[src/rtl/des_pkg.sv]
// ----------------------------------------------------------------------------
// DES package
// Tables, permutation helpers and shared types for the DES encrypt pipeline.
// ----------------------------------------------------------------------------
package des_pkg;

  localparam int ROUND_COUNT = 16;
  localparam int BlockW = 64;
  localparam int HalfW = 32;
  localparam int KeyHalfW = 28;
  localparam int SubKeyW = 48;

  typedef logic [BlockW-1:0] block_t;
  typedef logic [HalfW-1:0] half_t;
  typedef logic [KeyHalfW-1:0] khalf_t;
  typedef logic [SubKeyW-1:0] subkey_t;

  typedef struct packed {
    logic valid;
    half_t l;
    half_t r;
  } rnd_t;

  typedef logic [7:0] tab_entry_t;
  typedef tab_entry_t tab64_t[64];
  typedef tab_entry_t tab56_t[56];
  typedef tab_entry_t tab48_t[48];
  typedef tab_entry_t tab32_t[32];

  localparam tab64_t TabIp = '{
    58,50,42,34,26,18,10,2,60,52,44,36,28,20,12,4,
    62,54,46,38,30,22,14,6,64,56,48,40,32,24,16,8,
    57,49,41,33,25,17,9,1,59,51,43,35,27,19,11,3,
    61,53,45,37,29,21,13,5,63,55,47,39,31,23,15,7};
  localparam tab64_t TabFp = '{
    40,8,48,16,56,24,64,32,39,7,47,15,55,23,63,31,
    38,6,46,14,54,22,62,30,37,5,45,13,53,21,61,29,
    36,4,44,12,52,20,60,28,35,3,43,11,51,19,59,27,
    34,2,42,10,50,18,58,26,33,1,41,9,49,17,57,25};
  localparam tab48_t TabE = '{
    32,1,2,3,4,5,4,5,6,7,8,9,8,9,10,11,12,13,12,13,14,15,16,17,
    16,17,18,19,20,21,20,21,22,23,24,25,24,25,26,27,28,29,28,29,30,31,32,1};
  localparam tab32_t TabP = '{
    16,7,20,21,29,12,28,17,1,15,23,26,5,18,31,10,
    2,8,24,14,32,27,3,9,19,13,30,6,22,11,4,25};
  localparam tab56_t TabPc1 = '{
    57,49,41,33,25,17,9,1,58,50,42,34,26,18,10,2,59,51,43,35,27,19,11,3,
    60,52,44,36,63,55,47,39,31,23,15,7,62,54,46,38,30,22,14,6,61,53,45,37,
    29,21,13,5,28,20,12,4};
  localparam tab48_t TabPc2 = '{
    14,17,11,24,1,5,3,28,15,6,21,10,23,19,12,4,26,8,16,7,27,20,13,2,
    41,52,31,37,47,55,30,40,51,45,33,48,44,49,39,56,34,53,46,42,50,36,29,32};
  localparam logic [1:0] TabRot[ROUND_COUNT] = '{1,1,2,2,2,2,2,2,1,2,2,2,2,2,2,1};

  typedef logic [3:0] sbox_t[8][64];
  localparam sbox_t TabS = '{
    '{14,4,13,1,2,15,11,8,3,10,6,12,5,9,0,7,
      0,15,7,4,14,2,13,1,10,6,12,11,9,5,3,8,
      4,1,14,8,13,6,2,11,15,12,9,7,3,10,5,0,
      15,12,8,2,4,9,1,7,5,11,3,14,10,0,6,13},
    '{15,1,8,14,6,11,3,4,9,7,2,13,12,0,5,10,
      3,13,4,7,15,2,8,14,12,0,1,10,6,9,11,5,
      0,14,7,11,10,4,13,1,5,8,12,6,9,3,2,15,
      13,8,10,1,3,15,4,2,11,6,7,12,0,5,14,9},
    '{10,0,9,14,6,3,15,5,1,13,12,7,11,4,2,8,
      13,7,0,9,3,4,6,10,2,8,5,14,12,11,15,1,
      13,6,4,9,8,15,3,0,11,1,2,12,5,10,14,7,
      1,10,13,0,6,9,8,7,4,15,14,3,11,5,2,12},
    '{7,13,14,3,0,6,9,10,1,2,8,5,11,12,4,15,
      13,8,11,5,6,15,0,3,4,7,2,12,1,10,14,9,
      10,6,9,0,12,11,7,13,15,1,3,14,5,2,8,4,
      3,15,0,6,10,1,13,8,9,4,5,11,12,7,2,14},
    '{2,12,4,1,7,10,11,6,8,5,3,15,13,0,14,9,
      14,11,2,12,4,7,13,1,5,0,15,10,3,9,8,6,
      4,2,1,11,10,13,7,8,15,9,12,5,6,3,0,14,
      11,8,12,7,1,14,2,13,6,15,0,9,10,4,5,3},
    '{12,1,10,15,9,2,6,8,0,13,3,4,14,7,5,11,
      10,15,4,2,7,12,9,5,6,1,13,14,0,11,3,8,
      9,14,15,5,2,8,12,3,7,0,4,10,1,13,11,6,
      4,3,2,12,9,5,15,10,11,14,1,7,6,0,8,13},
    '{4,11,2,14,15,0,8,13,3,12,9,7,5,10,6,1,
      13,0,11,7,4,9,1,10,14,3,5,12,2,15,8,6,
      1,4,11,13,12,3,7,14,10,15,6,8,0,5,9,2,
      6,11,13,8,1,4,10,7,9,5,0,15,14,2,3,12},
    '{13,2,8,4,6,15,11,1,10,9,3,14,5,0,12,7,
      1,15,13,8,10,3,7,4,12,5,6,11,0,14,9,2,
      7,11,4,1,9,12,14,2,0,6,10,13,15,3,5,8,
      2,1,14,7,4,10,8,13,15,12,9,0,3,5,6,11}};

  // Output bit i (DES numbering, 1 = MSB) takes input bit tab[i-1].
  function automatic block_t perm_ip(block_t v);
    block_t o;
    for (int i = 0; i < 64; i++) o[63-i] = v[64 - int'(TabIp[i])];
    return o;
  endfunction

  function automatic block_t perm_fp(block_t v);
    block_t o;
    for (int i = 0; i < 64; i++) o[63-i] = v[64 - int'(TabFp[i])];
    return o;
  endfunction

  function automatic logic [55:0] perm_pc1(block_t v);
    logic [55:0] o;
    for (int i = 0; i < 56; i++) o[55-i] = v[64 - int'(TabPc1[i])];
    return o;
  endfunction

  function automatic subkey_t perm_pc2(logic [55:0] v);
    subkey_t o;
    for (int i = 0; i < 48; i++) o[47-i] = v[56 - int'(TabPc2[i])];
    return o;
  endfunction

  function automatic khalf_t rot28(khalf_t h, logic [1:0] s);
    return (s == 2'd2) ? {h[25:0], h[27:26]} : {h[26:0], h[27]};
  endfunction

  function automatic half_t feistel(half_t r, subkey_t k);
    subkey_t x;
    half_t o;
    half_t p;
    logic [5:0] six;
    for (int i = 0; i < 48; i++) x[47-i] = r[32 - int'(TabE[i])];
    x = x ^ k;
    for (int j = 0; j < 8; j++) begin
      six = x[47-6*j -: 6];
      o[31-4*j -: 4] = TabS[j][{six[5], six[0], six[4:1]}];
    end
    for (int i = 0; i < 32; i++) p[31-i] = o[32 - int'(TabP[i])];
    return p;
  endfunction

endpackage

[src/rtl/des_round.sv]
// ----------------------------------------------------------------------------
// DES round stage
// One Feistel round between registers; valid travels with the halves.
// ----------------------------------------------------------------------------
module des_round (
  input  logic clk,
  input  logic rst,
  input  des_pkg::rnd_t in_st,
  input  des_pkg::subkey_t subkey,
  output des_pkg::rnd_t out_st
);
  import des_pkg::*;

  always_ff @(posedge clk) begin
    if (rst) begin
      out_st.valid <= 1'b0;
    end else begin
      out_st.valid <= in_st.valid;
    end
    out_st.l <= in_st.r;
    out_st.r <= in_st.l ^ feistel(in_st.r, subkey);
  end
endmodule

[config.mk]
export PLATFORM = sky130hd
export DESIGN_NAME = des_round
export DESIGN_NICKNAME = d
export VERILOG_FILES = /design/src/rtl/des_pkg.sv /design/src/rtl/des_round.sv
export SDC_FILE = /design/constraint.sdc
export NUM_CORES = 1
export LEC_CHECK = 0
export BUFFER_PORTS_ARGS = -buffer_cell sky130_fd_sc_hd__clkbuf_2
export CAP_MARGIN = 20
export CORE_AREA = 2 2 153 155
export CTS_CLUSTER_DIAMETER = 30
export DETAILED_ROUTE_END_ITERATION = 10
export DIE_AREA = 0 0 155 157
export PLACE_DENSITY_LB_ADDON = 0.15
export SLEW_MARGIN = 20
export SYNTH_ARGS = -nofsm -noshare
export SYNTH_HDL_FRONTEND = slang
export SYNTH_SLANG_ARGS = --single-unit
[constraint.sdc]
create_clock -name clk -period 6.1 [get_ports clk]
set_input_delay 1.83 -clock clk [delete_from_list [all_inputs] [get_ports clk]]
set_output_delay 1.83 -clock clk [all_outputs]
set_load 0.02 [all_outputs]
==> summary.txt <==
Clocking
  • H-tree Lvls: 3
  • Post-cts sizing count: 0
  • Clock-pin slew on the worst setup and hold paths: 0.07 ns
  • Clock sinks: 65
  • CTS Buf Count: 9
  • CTS tree: done
  • Setup bufs post-CTS: 0
  • CTS hold repair buffers: 0
  • Max Buffers Root-to-Sink: 2
  • Root buffer cell: clkbuf_16

Cells and area
  • Max reg flops: 65
  • Fin nets: 1,108
  • Area Overhead vs Synth: 23.19%
  • Register name with the most flops: out_st
  • Largest regs: out_st x65
  • Design area: 8283 um2
  • Share of post-route cells with drive strength above 1: 0.2810
  • FILL cells: 2,339
  • Most common cell after layout, fill and taps aside: clkbuf_2
  • Antenna cells: 0
  • Most frequent cells in the layout: 179 x clkbuf_2, 68 x xnor2_1, 65 x dfxtp_1

Worst setup path
  • Worst-path cell with the longest stage delay: xnor2_1
  • Crit path depth: 9
  • Worst EP required: 6.33 ns
  • Critical Path AT: 4.10 ns
  • WP buf/inv: 2
  • Crit-path most repeated cell: xnor2_1
  • CP top delay family: multiplexers
  • Nature of the critical path startpoint: input pin
  • Slowest stage delay, CP: 0.56 ns
  • Crit-path max FO: 8
  • CP endpoint kind: register
  • Worst Setup Path Type: input pin to register
  • CP cell instances: clkbuf_2 > xnor2_1 > ha_1 > inv_1 > nor2_1 > a21o_1 > mux4_2 > mux2_2 > xnor2_1

Synth
  • Top FF cell, synth: dfxtp_1
  • Register bit count reported by yosys: 65
  • Syn Nets: 934
  • Synth warn: 0
  • Sequential area share after synthesis: 0.1935
  • Post-synth cell types: 52
  • Asr flop ratio synth: 0
  • Syn avg cell area: 8.882 um2
  • Synth Cell Area: 6724 um2
  • Cells after Synth: 757
  • Number of flops mapped to enable cells by yosys: 0

Power
  • Peak VDD IR: 0.09992 mV
  • Pwr dens: 263.4 nW/um2
  • P_leak: 0.003636 uW

Detailed routing
  • Wire per inst: 14.85 um
  • WL final: 18,140 um
  • Remaining DRCs: 0
  • Drt via density: 5.088
  • TritonRoute pass-1 iters: 5
  • DR vias: 6,212
  • Final ANT Viol Nets: 0
  • Initial DRC count: 254

Job
  • Max Cap Viol: 0

Floorplan
  • Die height: 157 um
  • # IOs: 180
  • Die area: 24,340 um2
  • Die width: 155 um
  • FP Rows: 55
  • Starting Density: 0.2988
  • Core Box Area: 22,500 um2

STA
  • Fin crit period: 3.870 ns
  • RSZ-0062 raised after global routing: false
  • Fin. Hold Viols: 0
  • Period utilization: 0.6344
  • Final Max Tran Viols: 0
  • Setup Viol. Count Final: 0
  • Max Fclk: 258.4 MHz
  • Hold WS: 1.613 ns
  • Slew headroom: 0.3137
  • Least-Margin Pin Slew: 1.026 ns
  • Setup_tns: 0 ns

Global routing
  • Vias in the first global route: 5,865
  • Total track usage: 0.1489
  • Initial antenna violation count: 0
  • First-pass GRT wire length: 29,550 um
  • GRT Residual Overflow: 0
  • Largest net degree at the start of global routing: 21

Min path
  • Hold path cells: 1
  • Class of the worst hold path: input pin to register

Placement
  • Port Buffers: 179
  • Post-DP Area: 7945 um2
  • GP Congestion: 0.8093
  • Hpwl dp: 13,500 um

Status
  • Status: completed
-- kinds of logic (layout without fill, tap and decap cells) --
family / after synthesis / in the layout / share of synthesized area
muxes: 69 / 69 / 0.1623
buffers and inverters: 79 / 258 / 0.05322
xor gates and xnor gates: 127 / 127 / 0.1766
DFF: 65 / 65 / 0.1935
adders and majority gates: 62 / 62 / 0.1154
AOI/OAI and AO/OA: 198 / 198 / 0.1980
and+or+nand+nor: 157 / 157 / 0.1010
-- layer usage --
layer	routed length, um	vias to the layer above	track usage
li1	-	3121	-
met1	8666	2896	0.1990
met4	342	0	0.04806
met5	0	-	0
met3	862	26	0.03029
met2	8264	169	0.2411
-- cell usage after synthesis (6+ instances only) --
library cell	number	area, um2
nand3_1	20	100.1
a21oi_1	31	155.2
buf_2	11	55.05
ha_1	62	775.7
o2111ai_1	11	96.34
dfxtp_1	65	1301
nor3_1	24	120.1
xor2_1	47	411.6
nand2_1	51	191.4
xnor2_1	70	613.1
o21ai_0	47	235.2
a31oi_1	15	93.84
o211ai_1	20	150.1
o221ai_1	6	52.55
xor2_2	6	97.59
mux4_2	28	630.6
a211oi_1	19	142.6
clkbuf_1	21	78.83
nor2_1	48	180.2
a2111oi_0	7	61.31
inv_1	38	142.6
mux2i_1	37	370.4
-- cell type report --
class                           count  area (um2)  area share
Clock buffer                       11       252.7     0.03051
Sequential cell                    65        1301      0.1571
Clock inverter                      5       77.57    0.009366
Multi-Input combinational cell    613        5080      0.6133
Tap cell                          285       356.6     0.04305
Timing Repair Buffer              201        1061      0.1281
Inverter                           41       153.9     0.01858
-- path summary, 6_finish.rpt --
kind                  slack, ns          to       start
worst max-delay path       2.23   out_st[6]  subkey[26]
worst min-delay path       1.61  out_st[41]    in_st[9]
-- power breakdown --
| group | internal, uW | switching, uW |
|---|---|---|
| combinational | 436 | 617 |
| sequential | 511 | 20.9 |
| clock | 379 | 217 |
-- per-stage QoR --
step,setup slack (ns),total power [uW],util,std cells
after detailed placement,1.881,1597,0.3531,1205
after global routing,2.033,2346,0.3681,1221
after global placement,1.917,1603,0.3527,1205
after CTS,2.245,2217,0.3678,1221
final,2.230,2181,0.3681,1221
after floorplan,2.063,1302,-,757
(Power assumes the default switching activity.)
