### config.mk
export PLATFORM = sky130hd
export DESIGN_NAME = des_keysched
export DESIGN_NICKNAME = d
export VERILOG_FILES = /design/src/rtl/des_pkg.sv /design/src/rtl/des_keysched.sv
export SDC_FILE = /design/constraint.sdc
export NUM_CORES = 1
export LEC_CHECK = 0
export ABC_AREA = 1
export BUFFER_PORTS_ARGS = -buffer_cell sky130_fd_sc_hd__buf_2
export CAP_MARGIN = 10
export CORE_AREA = 2 2 325 327
export DETAILED_ROUTE_END_ITERATION = 8
export DIE_AREA = 0 0 327 329
export PLACE_DENSITY = 0.3
export SLEW_MARGIN = 20
export SYNTH_ARGS = -nofsm -noshare
export SYNTH_HDL_FRONTEND = slang
export SYNTH_SLANG_ARGS = --single-unit
### constraint.sdc
create_clock -name clk -period 1.4 [get_ports clk]
set_clock_uncertainty 0.1 [all_clocks]
set_input_delay 0.28 -clock clk [delete_from_list [all_inputs] [get_ports clk]]
set_output_delay 0.28 -clock clk [all_outputs]
set_load 0.01 [all_outputs]
### src/rtl/des_pkg.sv
// ----------------------------------------------------------------------------
// DES package
// Tables, permutation helpers and shared types for the DES encrypt pipeline.
// ----------------------------------------------------------------------------
package des_pkg;

  localparam int ROUND_COUNT = 16;
  localparam int BlockW = 64;
  localparam int HalfW = 32;
  localparam int KeyHalfW = 28;
  localparam int SubKeyW = 48;

  typedef logic [BlockW-1:0] block_t;
  typedef logic [HalfW-1:0] half_t;
  typedef logic [KeyHalfW-1:0] khalf_t;
  typedef logic [SubKeyW-1:0] subkey_t;

  typedef struct packed {
    logic valid;
    half_t l;
    half_t r;
  } rnd_t;

  typedef logic [7:0] tab_entry_t;
  typedef tab_entry_t tab64_t[64];
  typedef tab_entry_t tab56_t[56];
  typedef tab_entry_t tab48_t[48];
  typedef tab_entry_t tab32_t[32];

  localparam tab64_t TabIp = '{
    58,50,42,34,26,18,10,2,60,52,44,36,28,20,12,4,
    62,54,46,38,30,22,14,6,64,56,48,40,32,24,16,8,
    57,49,41,33,25,17,9,1,59,51,43,35,27,19,11,3,
    61,53,45,37,29,21,13,5,63,55,47,39,31,23,15,7};
  localparam tab64_t TabFp = '{
    40,8,48,16,56,24,64,32,39,7,47,15,55,23,63,31,
    38,6,46,14,54,22,62,30,37,5,45,13,53,21,61,29,
    36,4,44,12,52,20,60,28,35,3,43,11,51,19,59,27,
    34,2,42,10,50,18,58,26,33,1,41,9,49,17,57,25};
  localparam tab48_t TabE = '{
    32,1,2,3,4,5,4,5,6,7,8,9,8,9,10,11,12,13,12,13,14,15,16,17,
    16,17,18,19,20,21,20,21,22,23,24,25,24,25,26,27,28,29,28,29,30,31,32,1};
  localparam tab32_t TabP = '{
    16,7,20,21,29,12,28,17,1,15,23,26,5,18,31,10,
    2,8,24,14,32,27,3,9,19,13,30,6,22,11,4,25};
  localparam tab56_t TabPc1 = '{
    57,49,41,33,25,17,9,1,58,50,42,34,26,18,10,2,59,51,43,35,27,19,11,3,
    60,52,44,36,63,55,47,39,31,23,15,7,62,54,46,38,30,22,14,6,61,53,45,37,
    29,21,13,5,28,20,12,4};
  localparam tab48_t TabPc2 = '{
    14,17,11,24,1,5,3,28,15,6,21,10,23,19,12,4,26,8,16,7,27,20,13,2,
    41,52,31,37,47,55,30,40,51,45,33,48,44,49,39,56,34,53,46,42,50,36,29,32};
  localparam logic [1:0] TabRot[ROUND_COUNT] = '{1,1,2,2,2,2,2,2,1,2,2,2,2,2,2,1};

  typedef logic [3:0] sbox_t[8][64];
  localparam sbox_t TabS = '{
    '{14,4,13,1,2,15,11,8,3,10,6,12,5,9,0,7,
      0,15,7,4,14,2,13,1,10,6,12,11,9,5,3,8,
      4,1,14,8,13,6,2,11,15,12,9,7,3,10,5,0,
      15,12,8,2,4,9,1,7,5,11,3,14,10,0,6,13},
    '{15,1,8,14,6,11,3,4,9,7,2,13,12,0,5,10,
      3,13,4,7,15,2,8,14,12,0,1,10,6,9,11,5,
      0,14,7,11,10,4,13,1,5,8,12,6,9,3,2,15,
      13,8,10,1,3,15,4,2,11,6,7,12,0,5,14,9},
    '{10,0,9,14,6,3,15,5,1,13,12,7,11,4,2,8,
      13,7,0,9,3,4,6,10,2,8,5,14,12,11,15,1,
      13,6,4,9,8,15,3,0,11,1,2,12,5,10,14,7,
      1,10,13,0,6,9,8,7,4,15,14,3,11,5,2,12},
    '{7,13,14,3,0,6,9,10,1,2,8,5,11,12,4,15,
      13,8,11,5,6,15,0,3,4,7,2,12,1,10,14,9,
      10,6,9,0,12,11,7,13,15,1,3,14,5,2,8,4,
      3,15,0,6,10,1,13,8,9,4,5,11,12,7,2,14},
    '{2,12,4,1,7,10,11,6,8,5,3,15,13,0,14,9,
      14,11,2,12,4,7,13,1,5,0,15,10,3,9,8,6,
      4,2,1,11,10,13,7,8,15,9,12,5,6,3,0,14,
      11,8,12,7,1,14,2,13,6,15,0,9,10,4,5,3},
    '{12,1,10,15,9,2,6,8,0,13,3,4,14,7,5,11,
      10,15,4,2,7,12,9,5,6,1,13,14,0,11,3,8,
      9,14,15,5,2,8,12,3,7,0,4,10,1,13,11,6,
      4,3,2,12,9,5,15,10,11,14,1,7,6,0,8,13},
    '{4,11,2,14,15,0,8,13,3,12,9,7,5,10,6,1,
      13,0,11,7,4,9,1,10,14,3,5,12,2,15,8,6,
      1,4,11,13,12,3,7,14,10,15,6,8,0,5,9,2,
      6,11,13,8,1,4,10,7,9,5,0,15,14,2,3,12},
    '{13,2,8,4,6,15,11,1,10,9,3,14,5,0,12,7,
      1,15,13,8,10,3,7,4,12,5,6,11,0,14,9,2,
      7,11,4,1,9,12,14,2,0,6,10,13,15,3,5,8,
      2,1,14,7,4,10,8,13,15,12,9,0,3,5,6,11}};

  // Output bit i (DES numbering, 1 = MSB) takes input bit tab[i-1].
  function automatic block_t perm_ip(block_t v);
    block_t o;
    for (int i = 0; i < 64; i++) o[63-i] = v[64 - int'(TabIp[i])];
    return o;
  endfunction

  function automatic block_t perm_fp(block_t v);
    block_t o;
    for (int i = 0; i < 64; i++) o[63-i] = v[64 - int'(TabFp[i])];
    return o;
  endfunction

  function automatic logic [55:0] perm_pc1(block_t v);
    logic [55:0] o;
    for (int i = 0; i < 56; i++) o[55-i] = v[64 - int'(TabPc1[i])];
    return o;
  endfunction

  function automatic subkey_t perm_pc2(logic [55:0] v);
    subkey_t o;
    for (int i = 0; i < 48; i++) o[47-i] = v[56 - int'(TabPc2[i])];
    return o;
  endfunction

  function automatic khalf_t rot28(khalf_t h, logic [1:0] s);
    return (s == 2'd2) ? {h[25:0], h[27:26]} : {h[26:0], h[27]};
  endfunction

  function automatic half_t feistel(half_t r, subkey_t k);
    subkey_t x;
    half_t o;
    half_t p;
    logic [5:0] six;
    for (int i = 0; i < 48; i++) x[47-i] = r[32 - int'(TabE[i])];
    x = x ^ k;
    for (int j = 0; j < 8; j++) begin
      six = x[47-6*j -: 6];
      o[31-4*j -: 4] = TabS[j][{six[5], six[0], six[4:1]}];
    end
    for (int i = 0; i < 32; i++) p[31-i] = o[32 - int'(TabP[i])];
    return p;
  endfunction

endpackage

### src/rtl/des_keysched.sv
// ----------------------------------------------------------------------------
// DES key schedule
// Register the sixteen round keys from the configured key.
// ----------------------------------------------------------------------------
module des_keysched (
  input  logic clk,
  input  logic key_we,
  input  des_pkg::block_t key_in,
  output des_pkg::subkey_t subkeys [des_pkg::ROUND_COUNT]
);
  import des_pkg::*;

  logic [55:0] cd;
  khalf_t c [ROUND_COUNT+1];
  khalf_t d [ROUND_COUNT+1];

  // User keeps key changes to idle (unenforced); keys precomputed per write.
  always_ff @(posedge clk) begin
    if (key_we) begin
      cd <= perm_pc1(key_in);
    end
  end

  assign c[0] = cd[55:28];
  assign d[0] = cd[27:0];

  for (genvar n = 0; n < ROUND_COUNT; n++) begin : g_rk
    assign c[n+1] = rot28(c[n], TabRot[n]);
    assign d[n+1] = rot28(d[n], TabRot[n]);
    always_ff @(posedge clk) begin
      subkeys[n] <= perm_pc2({c[n+1], d[n+1]});
    end
  end
endmodule

==> results.cfg, run 1 <==
[worst_setup_path]
critPathCaptureType = output port
worstPathMaxFanout = 11
r2r_end = subkeys[36]
cp_data_required_time_ps = 1020
startpoint_type = register
cp_slowest_stage_delay_ps = 360
r2r_slack_ps = 710
r2r_start = cd[46]
crit_arrival_ps = 1090
crit_chain = buf_12, buf_2
crit_start = subkeys[44]
cp_slowest_cell = dfxtp_2
critical_path_class = reg -> out
reg2reg_depth = 0

[power_and_ir_drop]
power_mw = 11.7
seq_power_share = 0.340
clockPowerShare = 0.243
p_int_mw = 7.68
p_comb_frac = 0.418
p_leak_nw = 6.02
netSwitchingPower_mw = 4.00
power_density_nw_per_um2 = 886
p_sw_frac = 0.342
peakVddDrop_uv = 406

[sta]
tightest_slew_ps = 252
period_minus_slack_ps = 1470
final_max_slew_viol_count = 0
timing.final.ws_setup_ps = -74.1
setup_tns_ps = -13590
finalSetupViolCount = 489
hold_violations = 0
fmax_mhz = 678
rsz0062_at_grt = yes
slew_headroom = 0.832
period_share = 1.05

[finish]
syn2layout_area_growth_pct = 61.7
mostFrequentLayoutCell = buf_2
nets = 1148
final_area_um2 = 13200
fin_cells = 2480
num-multi-input-gates = 0
final_cell_mix = 463 x buf_2, 372 x buf_6, 56 x edfxtp_1, 56 x dlygate4sd3_1, 49 x dfxtp_4
multi_input_area_um2 = 0
drive_above_1_share = 0.895

[status]
status = finished, violations left
violations = negative setup slack

[detailed_routing]
ant_nets = 0
drt_iter0_drc = 85
routed_wl_um = 27400
drc = 0
wl_per_cell_um = 11.1
dr.pass1.iters = 4
viasPerCell = 2.07
routed-via-count = 5140

[placed_design]
pre_cts_slack_ps = 187
place_congestion = 0.593
dp.cells = 2367
io_buffers = 825
dpl_cell_area_um2 = 9020
dp_hpwl_um = 19100

[grt]
grt_pass1_vias = 4110
grt_pass1_wl_um = 31900
grtUsageTotal = 0.0441
grt_max_degree = 30
grt_overflow = 0
antenna_found_initial = 3

[synthesis]
synth_area_um2 = 8150
synthSimpleGateAreaFrac = 0
synth_fp_nets = 890
yosys.area_share.adder = 0
yosys_warnings = 0
syn_inst = 824
ys_seq_elements = 112
syn_avg_cell_area_um2 = 9.89
synth_top_family_by_area = buffers and inverters
synth-xor-area-share = 0
yosysSeqAreaShare = 0.344
yosysUniqueCellTypes = 3
synthMuxAreaShare = 0
synth_compound_area_frac = 0

[worst_hold_path]
min-delay-start = cd[44]
min_path_cells = 0
holdCritPathClass = reg -> reg
hold_path_end = subkeys[33]

[clocking]
htreeDepth = 3
cts_made_buffers = 9
clkSlewWorstSetupHoldPaths_ps = 90
clockBufferDepth = 2
cts.sinks = 112
cts-root-buf = clkbuf_16
cts_tree = done
clock_latency_ps = 420

[die]
num_io_pins = 834
placementRows = 119
core_um2 = 104000
die_w_um = 327
initial_core_util = 0.0781
dieArea_um2 = 108000
fp.dieH_um = 329

[job]
drv_cap = 0
## worst max-delay path by stage
stage / endpoint / slack (ps) / depth (start not counted)
2_1_floorplan: subkeys[103] / 260 / 1
3_3_place_gp: subkeys[722] / 210 / 1
3_5_place_dp: subkeys[722] / 190 / 1
4_1_cts: subkeys[674] / -160 / 2
5_1_grt: subkeys[316] / -170 / 2
6_report: subkeys[316] / -70 / 2
## Yosys cell counts
cell	number	area (µm²)
dfxtp_1	56	1120
buf_4	712	5350
edfxtp_1	56	1680
## stage by stage
stage	hold WS (ps)	utilization
floorplan	223	-
global placement	224	0.0864
detailed placement	227	0.0864
CTS	201	0.116
global route	211	0.126
finish	231	0.126
## state kept, by name, summed over array words and instances (netlist names)
| signal | count |
|---|---|
| subkeys | 56 |
| cd | 56 |
## critical path: cells and delay by family (launching register included)
| kind | cells | cell delay [ps] |
|---|---|---|
| DFF | 1 | 360 |
| buffers and inverters | 2 | 310 |
## routing by layer
layer  GRT usage  share of wire  vias to the layer above
met5           0        0.00047                        -
met4      0.0171          0.014                        2
met3      0.0152          0.077                       17
met2      0.0749           0.51                      413
met1      0.0509           0.40                     2349
li1            -              -                     2359
## kinds of logic after synthesis
logic type,Yosys count
buffers and inverters,712
DFF,112
## what timing repair did
action	in CTS	in global routing
setup buffers	4	12
hold endpoints to repair	56	0
hold buffers	56	0
resized for setup	448	193
endpoints found under the setup margin	768	767
cloned	19	4
## area by class of cell
class	instances	area (µm²)
Timing Repair Buffer	959	8160
Tap cell	1391	1740
Fill cell	11800	91200
Clock inverter	4	27.5
Clock buffer	12	256
Sequential cell	112	2990
Antenna cell	2	5.00
## power by group through the flow
stage | clock [mW] | combinational (mW) | sequential, mW
global route | 3.28 | 5.16 | 4.02
finish | 2.84 | 4.88 | 3.96
global placement | 0 | 3.28 | 3.99
CTS | 3.20 | 4.40 | 3.99
floorplan | 0 | 3.07 | 4.22
detailed placement | 0 | 3.24 | 4.00
(Power assumes the default switching activity.)
==> run 2, diff against run 1 <==
Settings changed: CORE_AREA 2 2 325 327 to 2 2 321 323, CTS_BUF_LIST set to sky130_fd_sc_hd__clkbuf_4, DIE_AREA 0 0 327 329 to 0 0 323 325.
==> results.cfg, run 2 (synthesized netlist as in run 1, its figures left out) <==
[worst_setup_path]
r2r_end = subkeys[44]
critical_path_class = reg -> out
crit_arrival_ps = 1350
r2r_slack_ps = 640
worstPathMaxFanout = 5
startpoint_type = register
r2r_start = cd[32]
reg2reg_depth = 0
critPathCaptureType = output port
cp_data_required_time_ps = 1020
critPathCapture = subkeys[455]
crit_start = subkeys[6]

[sta]
rsz0062_at_grt = yes
slew_headroom = 0.818
period_share = 1.24
period_minus_slack_ps = 1730
final_max_slew_viol_count = 0
fmax_mhz = 577
setup_tns_ps = -185330
hold_violations = 0
timing.final.ws_setup_ps = -333
finalSetupViolCount = 768
tightest_slew_ps = 273

[detailed_routing]
dr_wl_met3_um = 2180
ant_nets = 0
wl_met2_um = 13000
route.top_layer_used = met5
dr.pass1.iters = 4
viasPerCell = 2.09
drt_iter0_drc = 101
routed-via-count = 5120
drc = 0
m1WireLength_um = 9570
wl_per_cell_um = 10.2
routed_wl_um = 25200

[clocking]
clkSlewWorstSetupHoldPaths_ps = 210
htreeDepth = 3
clock_latency_ps = 630
cts.sinks = 112
cts_made_buffers = 9
cts-root-buf = clkbuf_4
cts_tree = done
clockBufferDepth = 2

[finish]
nFillCells = 11600
drive_above_1_share = 0.896
final_cell_mix = 547 x buf_2, 294 x buf_6, 57 x dlygate4sd3_1
num-multi-input-gates = 0
utilization = 0.122
largestRegisters = cd x56, subkeys x56
mostFrequentLayoutCell = buf_2
multi_input_area_um2 = 0
syn2layout_area_growth_pct = 51.6
nets = 1144

[die]
die_w_um = 323
placementRows = 117
initial_core_util = 0.0804
core_um2 = 101000
num_io_pins = 834
fp.dieH_um = 325
dieArea_um2 = 105000

[grt]
grtUsageTotal = 0.0405
grt_pass1_wl_um = 29500
antenna_found_initial = 7
grt_overflow = 0
grt_pass1_vias = 3976
grt_max_degree = 29

[power_and_ir_drop]
p_sw_frac = 0.364
p_leak_nw = 5.72
p_comb_frac = 0.428
peakVddDrop_uv = 479
p_int_mw = 6.67
power_density_nw_per_um2 = 849
netSwitchingPower_mw = 3.82
seq_power_share = 0.378
clockPowerShare = 0.194

[placed_design]
place_congestion = 0.599
dp_hpwl_um = 18000
io_buffers = 825

[job]
drv_cap = 0

[status]
status = finished, violations left
violations = negative setup slack

[worst_hold_path]
holdCritPathClass = reg -> reg
## run 2: layout make-up
class	count	area (µm²)	share of cell area
antenna	4	10.0	0.000810
clock buffer	9	67.6	0.00547
clock inverter	7	83.8	0.00679
sequential	112	3000	0.243
tap	1368	1710	0.139
timing repair buffer	955	7480	0.606
## run 2: metrics by stage
stage	setup WS [ps]	power [mW]	instances	hold WS, ps	area, µm²
after floorplan	262	7.29	824	223	8150
after global placement	270	7.22	2339	223	8940
after detailed placement	248	7.19	2339	227	8940
after CTS	-500	10.2	2430	65.2	10900
after global routing	-494	11.2	2455	89.1	12400
final	-333	10.5	2455	230	12400
## run 2: worst max-delay path: stages, from the launching register on
cell and delay (ps):
dfxtp_4 450, clkbuf_16 160, buf_2 120
## run 2: how the worst min path moves through the flow
stage	depth (start not counted)	start	end	slack, ps
floorplan	0	cd[24]	subkeys[0]	220
global placement	0	cd[0]	subkeys[8]	220
detailed placement	0	cd[24]	subkeys[0]	230
CTS	2	key_in[35]	cd[7]	70
global route	2	key_in[6]	cd[47]	90
finish	0	cd[33]	subkeys[35]	230
## run 2: power by group through the flow
| stage | clock network [mW] | registers, mW | logic, mW |
|---|---|---|---|
| 2_1_floorplan | 0 | 4.22 | 3.07 |
| 3_3_place_gp | 0 | 4.04 | 3.18 |
| 3_5_place_dp | 0 | 4.05 | 3.14 |
| 4_1_cts | 2.37 | 3.99 | 3.85 |
| 5_1_grt | 2.43 | 4.03 | 4.76 |
| 6_report | 2.03 | 3.97 | 4.49 |
## run 2: per-layer routing
metal,track usage,vias to the layer above
met1,0.0443,2332
met3,0.0146,18
met5,0,-
met2,0.0705,417
li1,-,2351
met4,0.0161,2
## run 2: timing repair
action / 4_1_cts / 5_1_grt
gates cloned: 7 / 8
setup endpoints to repair: 768 / 768
buffers inserted: 11 / 13
resized for setup: 283 / 247
hold endpoints to repair: 112 / 0
hold buffers: 57 / 0
